===== config.mk =====
export PLATFORM = sky130hd
export DESIGN_NAME = top_k_weight_tracker
export DESIGN_NICKNAME = d
export VERILOG_FILES = /design/src/hw/rtl/tkwt_pkg.sv /design/src/hw/rtl/top_k_weight_tracker.sv /design/src/hw/rtl/tkwt_cell.sv /design/src/hw/rtl/tkwt_chain.sv
export SDC_FILE = /design/constraint.sdc
export NUM_CORES = 2
export LEC_CHECK = 0
export ABC_AREA = 1
export BUFFER_PORTS_ARGS = -buffer_cell sky130_fd_sc_hd__buf_2
export CORE_UTILIZATION = 30
export CTS_CLUSTER_SIZE = 30
export DETAILED_ROUTE_END_ITERATION = 16
export PLACE_DENSITY_LB_ADDON = 0.1
export SYNTH_ARGS = -nofsm -noshare
export SYNTH_HDL_FRONTEND = slang
export SYNTH_SLANG_ARGS = --single-unit

===== constraint.sdc =====
create_clock -name clock -period 24.1 [get_ports clock]
set_clock_uncertainty 0.2 [all_clocks]
set_input_delay 3.615 -clock clock [delete_from_list [all_inputs] [get_ports clock]]
set_output_delay 3.615 -clock clock [all_outputs]
set_load 0.01 [all_outputs]

===== src/hw/rtl/tkwt_pkg.sv =====
package tkwt_pkg;

   // slot count and stored weight width
   localparam int MAX_SLOTS     = 16;
   localparam int WEIGHT_BITS   = 32;
   localparam int ID_BITS       = 32;
   localparam int K_BITS        = 5;
   localparam int SLOT_IDX_BITS = (MAX_SLOTS > 1) ? $clog2(MAX_SLOTS) : 1;
   localparam int CNT_BITS      = $clog2(MAX_SLOTS + 1);

   localparam logic [K_BITS-1:0] K_RESET = 5'd16;

   typedef logic [ID_BITS-1:0]     id_type;
   typedef logic [WEIGHT_BITS-1:0] weight_type;

   typedef enum logic {
      KIND_OFFER = 1'b0,
      KIND_READ  = 1'b1
   } kind_type;

   typedef enum logic {
      ST_IDLE,
      ST_READ
   } state_type;

   // offer broadcast to every cell
   typedef struct packed {
      logic       en;
      id_type     id;
      weight_type weight;
   } offer_type;

   // one slot as seen by the readout sequencer
   typedef struct packed {
      logic       emit;
      logic       last;
      id_type     id;
      weight_type weight;
   } slot_rd_type;

endpackage


===== src/hw/rtl/top_k_weight_tracker.sv =====
// running top-k tracker: keeps the k heaviest offered items (k from the csr
// register, reset 16, values above 16 act as 16) in a row of 16 slot cells
// sorted by ascending weight, lightest in slot 0. an offer request (tuser 0)
// at least as heavy as slot 0 is inserted after every kept entry of equal or
// smaller weight, the lower entries move down one slot and the lightest is
// dropped, so on ties the newer item wins; lighter offers are ignored. all
// cells compare against the offer in parallel and shift in the same cycle,
// so offers are taken one per clock while rsp holds no stalled result and
// produce no result. with k at zero an offer is passed straight to rsp with
// tlast set. a readout request (tuser 1) walks slots k-1 down to 0, one
// result per clock through the output register while rsp is not stalled,
// stops at the first empty slot (id 0), sets tlast on the final result and
// leaves the slots unchanged; it takes no other request until it ends, and
// it gives no result when slot k-1 is empty.
// write k only while no request is in flight.
module top_k_weight_tracker import tkwt_pkg::*; (
   input  logic              clock,
   input  logic              reset,
   // request channel
   input  logic              req_tvalid,
   output logic              req_tready,
   input  logic [63:0]       req_tdata,   // [31:0] item_id, [63:32] weight
   input  logic              req_tuser,   // kind: 0 offer, 1 readout
   // result channel
   output logic              rsp_tvalid,
   input  logic              rsp_tready,
   output logic [63:0]       rsp_tdata,   // [31:0] out_id, [63:32] out_weight
   output logic              rsp_tlast,   // last
   // configuration: k_in_use
   input  logic              csr_valid,
   output logic              csr_ready,
   input  logic [K_BITS-1:0] csr_data
);

   state_type           state_ff, state_in;
   logic [K_BITS-1:0]   k_ff;
   logic [CNT_BITS-1:0] cursor_ff, cursor_in;
   logic [CNT_BITS-1:0] k_eff;

   // output register
   logic                rsp_valid_ff, rsp_valid_in;
   id_type              rsp_id_ff, rsp_id_in;
   weight_type          rsp_weight_ff, rsp_weight_in;
   logic                rsp_last_ff, rsp_last_in;
   logic                rsp_load;

   logic                out_free;
   logic                req_accept;
   kind_type            req_kind;
   id_type              req_id;
   weight_type          req_weight;
   offer_type           offer;
   slot_rd_type         rd;
   logic [CNT_BITS-1:0] cursor_dec;

   assign req_kind   = kind_type'(req_tuser);
   assign req_id     = req_tdata[31:0];
   assign req_weight = WEIGHT_BITS'(req_tdata[63:32]);

   // clamp k to the slot count
   assign k_eff = (32'(k_ff) > 32'(MAX_SLOTS)) ? CNT_BITS'(MAX_SLOTS) : CNT_BITS'(k_ff);

   assign out_free   = ~rsp_valid_ff | rsp_tready;
   assign req_tready = (state_ff == ST_IDLE) & out_free;
   assign req_accept = req_tvalid & req_tready;
   assign csr_ready  = 1'b1;

   assign offer.en     = req_accept & (req_kind == KIND_OFFER) & (k_eff != '0);
   assign offer.id     = req_id;
   assign offer.weight = req_weight;

   assign cursor_dec = cursor_ff - 1'b1;

   tkwt_chain u_chain (
      .clock    (clock),
      .reset    (reset),
      .offer    (offer),
      .k_eff    (k_eff),
      .rd_index (cursor_dec[SLOT_IDX_BITS-1:0]),
      .rd       (rd)
   );

   always_ff @(posedge clock) begin
      if (reset) begin
         state_ff     <= ST_IDLE;
         cursor_ff    <= '0;
         rsp_valid_ff <= 1'b0;
         k_ff         <= K_RESET;
      end else begin
         state_ff     <= state_in;
         cursor_ff    <= cursor_in;
         rsp_valid_ff <= rsp_valid_in;
         if (csr_valid & csr_ready) begin
            k_ff <= csr_data;
         end
      end
   end

   always_ff @(posedge clock) begin
      if (rsp_load) begin
         rsp_id_ff     <= rsp_id_in;
         rsp_weight_ff <= rsp_weight_in;
         rsp_last_ff   <= rsp_last_in;
      end
   end

   always_comb begin
      state_in      = state_ff;
      cursor_in     = cursor_ff;
      rsp_load      = 1'b0;
      rsp_id_in     = rd.id;
      rsp_weight_in = rd.weight;
      rsp_last_in   = rd.last;

      unique case (state_ff)
         ST_IDLE: begin
            if (req_accept) begin
               if (req_kind == KIND_READ) begin
                  // start the walk at slot k-1
                  state_in  = ST_READ;
                  cursor_in = k_eff;
               end else if (k_eff == '0) begin
                  // pass-through
                  rsp_load      = 1'b1;
                  rsp_id_in     = req_id;
                  rsp_weight_in = req_weight;
                  rsp_last_in   = 1'b1;
               end
            end
         end
         ST_READ: begin
            if ((cursor_ff == '0) || !rd.emit) begin
               // top slot empty: nothing to emit
               state_in  = ST_IDLE;
               cursor_in = '0;
            end else if (out_free) begin
               rsp_load  = 1'b1;
               cursor_in = cursor_dec;
               if (rd.last) begin
                  state_in  = ST_IDLE;
                  cursor_in = '0;
               end
            end
         end
         default: begin
            state_in  = ST_IDLE;
            cursor_in = '0;
         end
      endcase

      rsp_valid_in = rsp_load | (rsp_valid_ff & ~rsp_tready);
   end

   assign rsp_tvalid = rsp_valid_ff;
   assign rsp_tdata  = {32'(rsp_weight_ff), rsp_id_ff};
   assign rsp_tlast  = rsp_last_ff;

endmodule


===== src/hw/rtl/tkwt_cell.sv =====
module tkwt_cell import tkwt_pkg::*; (
   input  logic       clock,
   input  logic       reset,
   input  offer_type  offer,
   input  logic       in_use,      // slot index below k
   input  logic       is_top,      // slot index is k-1
   input  logic       run_prev,    // all lower cells in use saw weight >= theirs
   input  logic       run_next,    // upper neighbor is taking part in the shift
   input  id_type     next_id,
   input  weight_type next_weight,
   input  logic       emit_above,
   output id_type     slot_id,
   output weight_type slot_weight,
   output logic       run,
   output logic       emit
);

   id_type     id_ff;
   weight_type weight_ff;

   assign run         = run_prev & in_use & (offer.weight >= weight_ff);
   assign emit        = in_use & (id_ff != '0) & (is_top | emit_above);
   assign slot_id     = id_ff;
   assign slot_weight = weight_ff;

   always_ff @(posedge clock) begin
      if (reset) begin
         id_ff     <= '0;
         weight_ff <= '0;
      end else if (offer.en) begin
         if (run_next) begin
            // shift down: take the neighbor's entry
            id_ff     <= next_id;
            weight_ff <= next_weight;
         end else if (run) begin
            // insertion point
            id_ff     <= offer.id;
            weight_ff <= offer.weight;
         end
      end
   end

endmodule


===== src/hw/rtl/tkwt_chain.sv =====
module tkwt_chain import tkwt_pkg::*; (
   input  logic                     clock,
   input  logic                     reset,
   input  offer_type                offer,
   input  logic [CNT_BITS-1:0]      k_eff,
   input  logic [SLOT_IDX_BITS-1:0] rd_index,
   output slot_rd_type              rd
);

   id_type               ids     [MAX_SLOTS];
   weight_type           weights [MAX_SLOTS];
   logic [MAX_SLOTS-1:0] run;
   logic [MAX_SLOTS-1:0] emit;
   logic [MAX_SLOTS-1:0] last;

   for (genvar i = 0; i < MAX_SLOTS; i++) begin : g_cell
      logic       run_prev;
      logic       run_next;
      logic       emit_above;
      id_type     next_id;
      weight_type next_weight;

      if (i == 0) begin : g_bottom
         assign run_prev = 1'b1;
         assign last[i]  = emit[i];
      end else begin : g_mid
         assign run_prev = run[i-1];
         assign last[i]  = emit[i] & ~emit[i-1];
      end

      if (i == MAX_SLOTS - 1) begin : g_top
         assign run_next    = 1'b0;
         assign emit_above  = 1'b0;
         assign next_id     = '0;
         assign next_weight = '0;
      end else begin : g_below
         assign run_next    = run[i+1];
         assign emit_above  = emit[i+1];
         assign next_id     = ids[i+1];
         assign next_weight = weights[i+1];
      end

      tkwt_cell u_cell (
         .clock       (clock),
         .reset       (reset),
         .offer       (offer),
         .in_use      (CNT_BITS'(i) < k_eff),
         .is_top      (CNT_BITS'(i + 1) == k_eff),
         .run_prev    (run_prev),
         .run_next    (run_next),
         .next_id     (next_id),
         .next_weight (next_weight),
         .emit_above  (emit_above),
         .slot_id     (ids[i]),
         .slot_weight (weights[i]),
         .run         (run[i]),
         .emit        (emit[i])
      );
   end

   assign rd.emit   = emit[rd_index];
   assign rd.last   = last[rd_index];
   assign rd.id     = ids[rd_index];
   assign rd.weight = weights[rd_index];

endmodule


==> impl_metrics.tcl <==
set metrics [dict create \
    die_area_mm2 0.235 \
    r2r-end "u_chain.g_cell[11].u_cell.slot_weight[11]" \
    combPwrFrac_pct 24.1 \
    report.final.slew_viol_count 0 \
    vias 73600 \
    ant_nets 0 \
    synthCells 10200 \
    worstSkewPairLatency_ns 0.83 \
    final_net_count 10400 \
    dieHeight_um 485 \
    start_util_pct 30.3 \
    relSlewSlack_pct 13.3 \
    switching_share_pct 36.0 \
    worst-setup-path-type "in -> reg" \
    fmax_ghz 0.0751 \
    endpoint_kind "flip-flop" \
    async_flop_share_pct 0 \
    grt_max_degree 173 \
    grt_overflow 0 \
    routed_wl_um 333000 \
    ys_seq_elements 1101 \
    synth_area_mm2 0.0700 \
    area_growth_pct 10.6 \
    synth_nets 10800 \
    synth_area_leader_cell "dfxtp_1" \
    drc 0 \
    synth_compound_area_share_pct 30.1 \
    ctsHoldBuffers 0 \
    synth_top_family_by_area "compound AO/OA/AOI/OAI gates" \
    syn_area_per_cell_um2 6.86 \
    cp_slowest_cell "and3_1" \
    drive_gt1_share_pct 5.98 \
    whs_path_depth 2 \
    routabilityCongestion 0.881 \
    synthMuxAreaShare_pct 0 \
    drtPass1Iterations 8 \
    layout.cells.non_filler 13000 \
    row_count 176 \
    whs_endpoint "u_chain.g_cell[13].u_cell.slot_id[19]" \
    synth_cell_types 59 \
    regToRegSetupSlack_ns 14.57 \
    post_cts_buffers 0 \
    synth_simple_gate_area_share_pct 17.2 \
    dp_cells 12700 \
    grt_pass1_wl_um 484000 \
    tightest_slew_ns 1.30 \
    clk_pin_slew_ns 0.06 \
    dp_hpwl_um 213000 \
    core-area_mm2 0.231 \
    seq_area_frac_synth_pct 32.4 \
    period_minus_slack_ns 13.32 \
    cpPeakStageDelay_ns 0.84 \
    ctsResizeCount 0 \
    synthAdderAreaFrac_pct 9.19 \
    crit_required_ns 24.65 \
    power_frac_seq_pct 35.5 \
    min_from "u_chain.g_cell[13].u_cell.slot_id[19]" \
    synth-edff-count 65 \
    finalSetupTns_ns 0 \
    clk_path_buf_depth 3 \
    detail_route.iter0.violations 7581 \
    synth.top_cells.by_area "dfxtp_1 30%, o21ai_0 9.8%, nand2_1 9.2%" \
    setup_violations 0 \
    rsz0062_at_grt "no" \
    ys.flop_type "dfxtp_1" \
    outcome "finished, final reports clean" \
    critical_path.most_common_cell "nand2_1" \
    yosysWarnings 0 \
    cts_tree "built" \
    io-pin-count 143 \
    p_per_area_mw_per_mm2 70.9 \
    grt_pass1_vias 68700 \
    intPower_uw 3510 \
    antenna_found_initial 10 \
    leakagePower_uw 0.0317 \
    cts_sinks 1101 \
    worstRegToRegCells 33 \
    cts-root-buf "clkbuf_16" \
    clock_power_share_pct 40.4 \
    numCtsBuffers 148 \
    grtUsageTotal_pct 27.4 \
    die_x_um 485 \
    switching_power_uw 1980 \
    wl_per_cell_um 25.7 \
    holdCritPathClass "reg -> reg" \
    port-buffer-count 141 \
    cap_viol_max_count 0 \
    routed_via_density 5.67 \
    htree_num_levels 4 \
    fin_crit_sh_pct 55.3 \
    ir_drop_mv 0.0453 \
    crit_path_start_kind "input port" \
    final-hold-violation-count 0 \
    crit_fanout 68 \
    crit_arrival_ns 13.87 \
    synth_xor_area_share_pct 0.0375 \
    reg2reg_from "u_chain.g_cell[0].u_cell.slot_weight[1]" \
    netlist.area_leader.share_pct 29.6 \
]
==> cells in the final DEF (no fill, tap or decap), types with 7 or more instances in the layout <==
| master | n |
|---|---|
| nand2_1 | 1708 |
| o22ai_1 | 129 |
| o221a_2 | 9 |
| o21ai_1 | 85 |
| o21ai_0 | 1372 |
| o21a_1 | 12 |
| a211oi_1 | 27 |
| clkbuf_16 | 152 |
| a21o_1 | 20 |
| inv_4 | 7 |
| nor4_1 | 103 |
| a31oi_1 | 325 |
| inv_6 | 7 |
| inv_2 | 7 |
| nor2_4 | 19 |
| dfxtp_1 | 1035 |
| nor2_1 | 536 |
| a21oi_1 | 989 |
| diode_2 | 12 |
| ha_1 | 513 |
| clkinv_2 | 40 |
| buf_2 | 140 |
| nor3_1 | 20 |
| nand3_1 | 388 |
| nand4_1 | 96 |
| buf_4 | 143 |
| o211ai_1 | 559 |
| edfxtp_1 | 65 |
| o221ai_1 | 115 |
| inv_1 | 1166 |
| clkbuf_8 | 26 |
| clkbuf_1 | 37 |
==> through the flow <==
| step | area, um2 | hold slack (ns) | setup slack, ns | power [uW] | util [%] |
|---|---|---|---|---|---|
| global placement | 72700 | 0.253 | 10.13 | 3280 | 31.5 |
| global route | 77400 | 0.296 | 10.26 | 5710 | 33.5 |
| CTS | 77400 | 0.272 | 10.92 | 5510 | 33.5 |
| finish | 77400 | 0.270 | 10.78 | 5480 | 33.5 |
| detailed placement | 72700 | 0.263 | 10.08 | 3290 | 31.5 |
| floorplan | 70000 | 0.244 | 15.06 | 2720 | - |
==> cells in the mapped netlist (all sizes together) (3+ instances only) <==
| cell | count |
|---|---|
| clkbuf | 694 |
| nor2 | 556 |
| o21a | 12 |
| nand2 | 1717 |
| dfxtp | 1036 |
| buf | 137 |
| nor4 | 106 |
| a31oi | 325 |
| o221a | 9 |
| nand3 | 393 |
| edfxtp | 65 |
| a2111oi | 4 |
| a41oi | 3 |
| clkinv | 8 |
| nor3 | 20 |
| a211oi | 27 |
| o21bai | 4 |
| o22ai | 129 |
| o221ai | 115 |
| a21oi | 990 |
| o211ai | 559 |
| inv | 1186 |
| a21o | 20 |
| nand4 | 99 |
| o21ai | 1458 |
| ha | 514 |
==> worst max path at each step <==
stage          depth (start not counted)                                         to     startpoint  slack [ns]
5_1_grt                               34      u_chain.g_cell[11].u_cell.slot_id[26]  req_tdata[32]       10.26
6_report                              34  u_chain.g_cell[11].u_cell.slot_weight[11]  req_tdata[32]       10.78
2_1_floorplan                          2                               rsp_id_ff[0]     rsp_tready       15.06
4_1_cts                               34  u_chain.g_cell[11].u_cell.slot_weight[11]  req_tdata[32]       10.92
3_3_place_gp                          34  u_chain.g_cell[11].u_cell.slot_weight[11]  req_tdata[32]       10.13
3_5_place_dp                          34  u_chain.g_cell[11].u_cell.slot_weight[11]  req_tdata[32]       10.08
==> power groups by stage <==
stage          sequential [uW]  combinational [uW]  clock [uW]
2_1_floorplan             1970                 748           0
3_3_place_gp              1980                1300           0
3_5_place_dp              1980                1300           0
4_1_cts                   1940                1310        2260
5_1_grt                   1950                1430        2330
6_report                  1950                1320        2220
==> critical path, delay by kind of cell <==
kind | cells | cell delay, ns
AO/OA/AOI/OAI | 8 | 1.44
adder cells (fa/ha/maj) | 1 | 0.63
AND/OR/NAND/NOR | 16 | 3.29
buffers and inverters | 9 | 4.67
==> state kept, by name, summed over array words and instances (netlist names) <==
name / cells
cursor_ff: 5
rsp_weight_ff: 32
rsp_id_ff: 32
rsp_tvalid: 1
rsp_tlast: 1
u_chain.g_cell.u_cell.slot_id: 512
state_ff: 1
k_ff: 5
u_chain.g_cell.u_cell.slot_weight: 512
==> final cells by class <==
cell class | instances | area [um2]
fill | 24700 | 154000
timing repair buffer | 286 | 1830
clock buffer | 215 | 4300
inverter | 1194 | 4540
antenna | 12 | 30.0
tap | 3026 | 3790
clock inverter | 51 | 404
multi-input combinational | 7085 | 39800
sequential | 1101 | 22700
==> kinds of logic after synthesis <==
family	count (synthesis)
AOI/OAI and AO/OA	3669
xor gates and xnor gates	3
and+or+nand+nor	2898
adders and majority gates	514
other	1
buffers and inverters	2025
DFF	1101
==> metal layers <==
layer  vias up  GRT usage [%]  wire length, um
met5         -              0               27
met4         4           9.70            11700
met3       455           4.20            22300
met2      2717           42.6           146000
met1     35700           38.2           153000
li1      34700              -                -
Note: power is estimated with default switching activity, not from simulation.
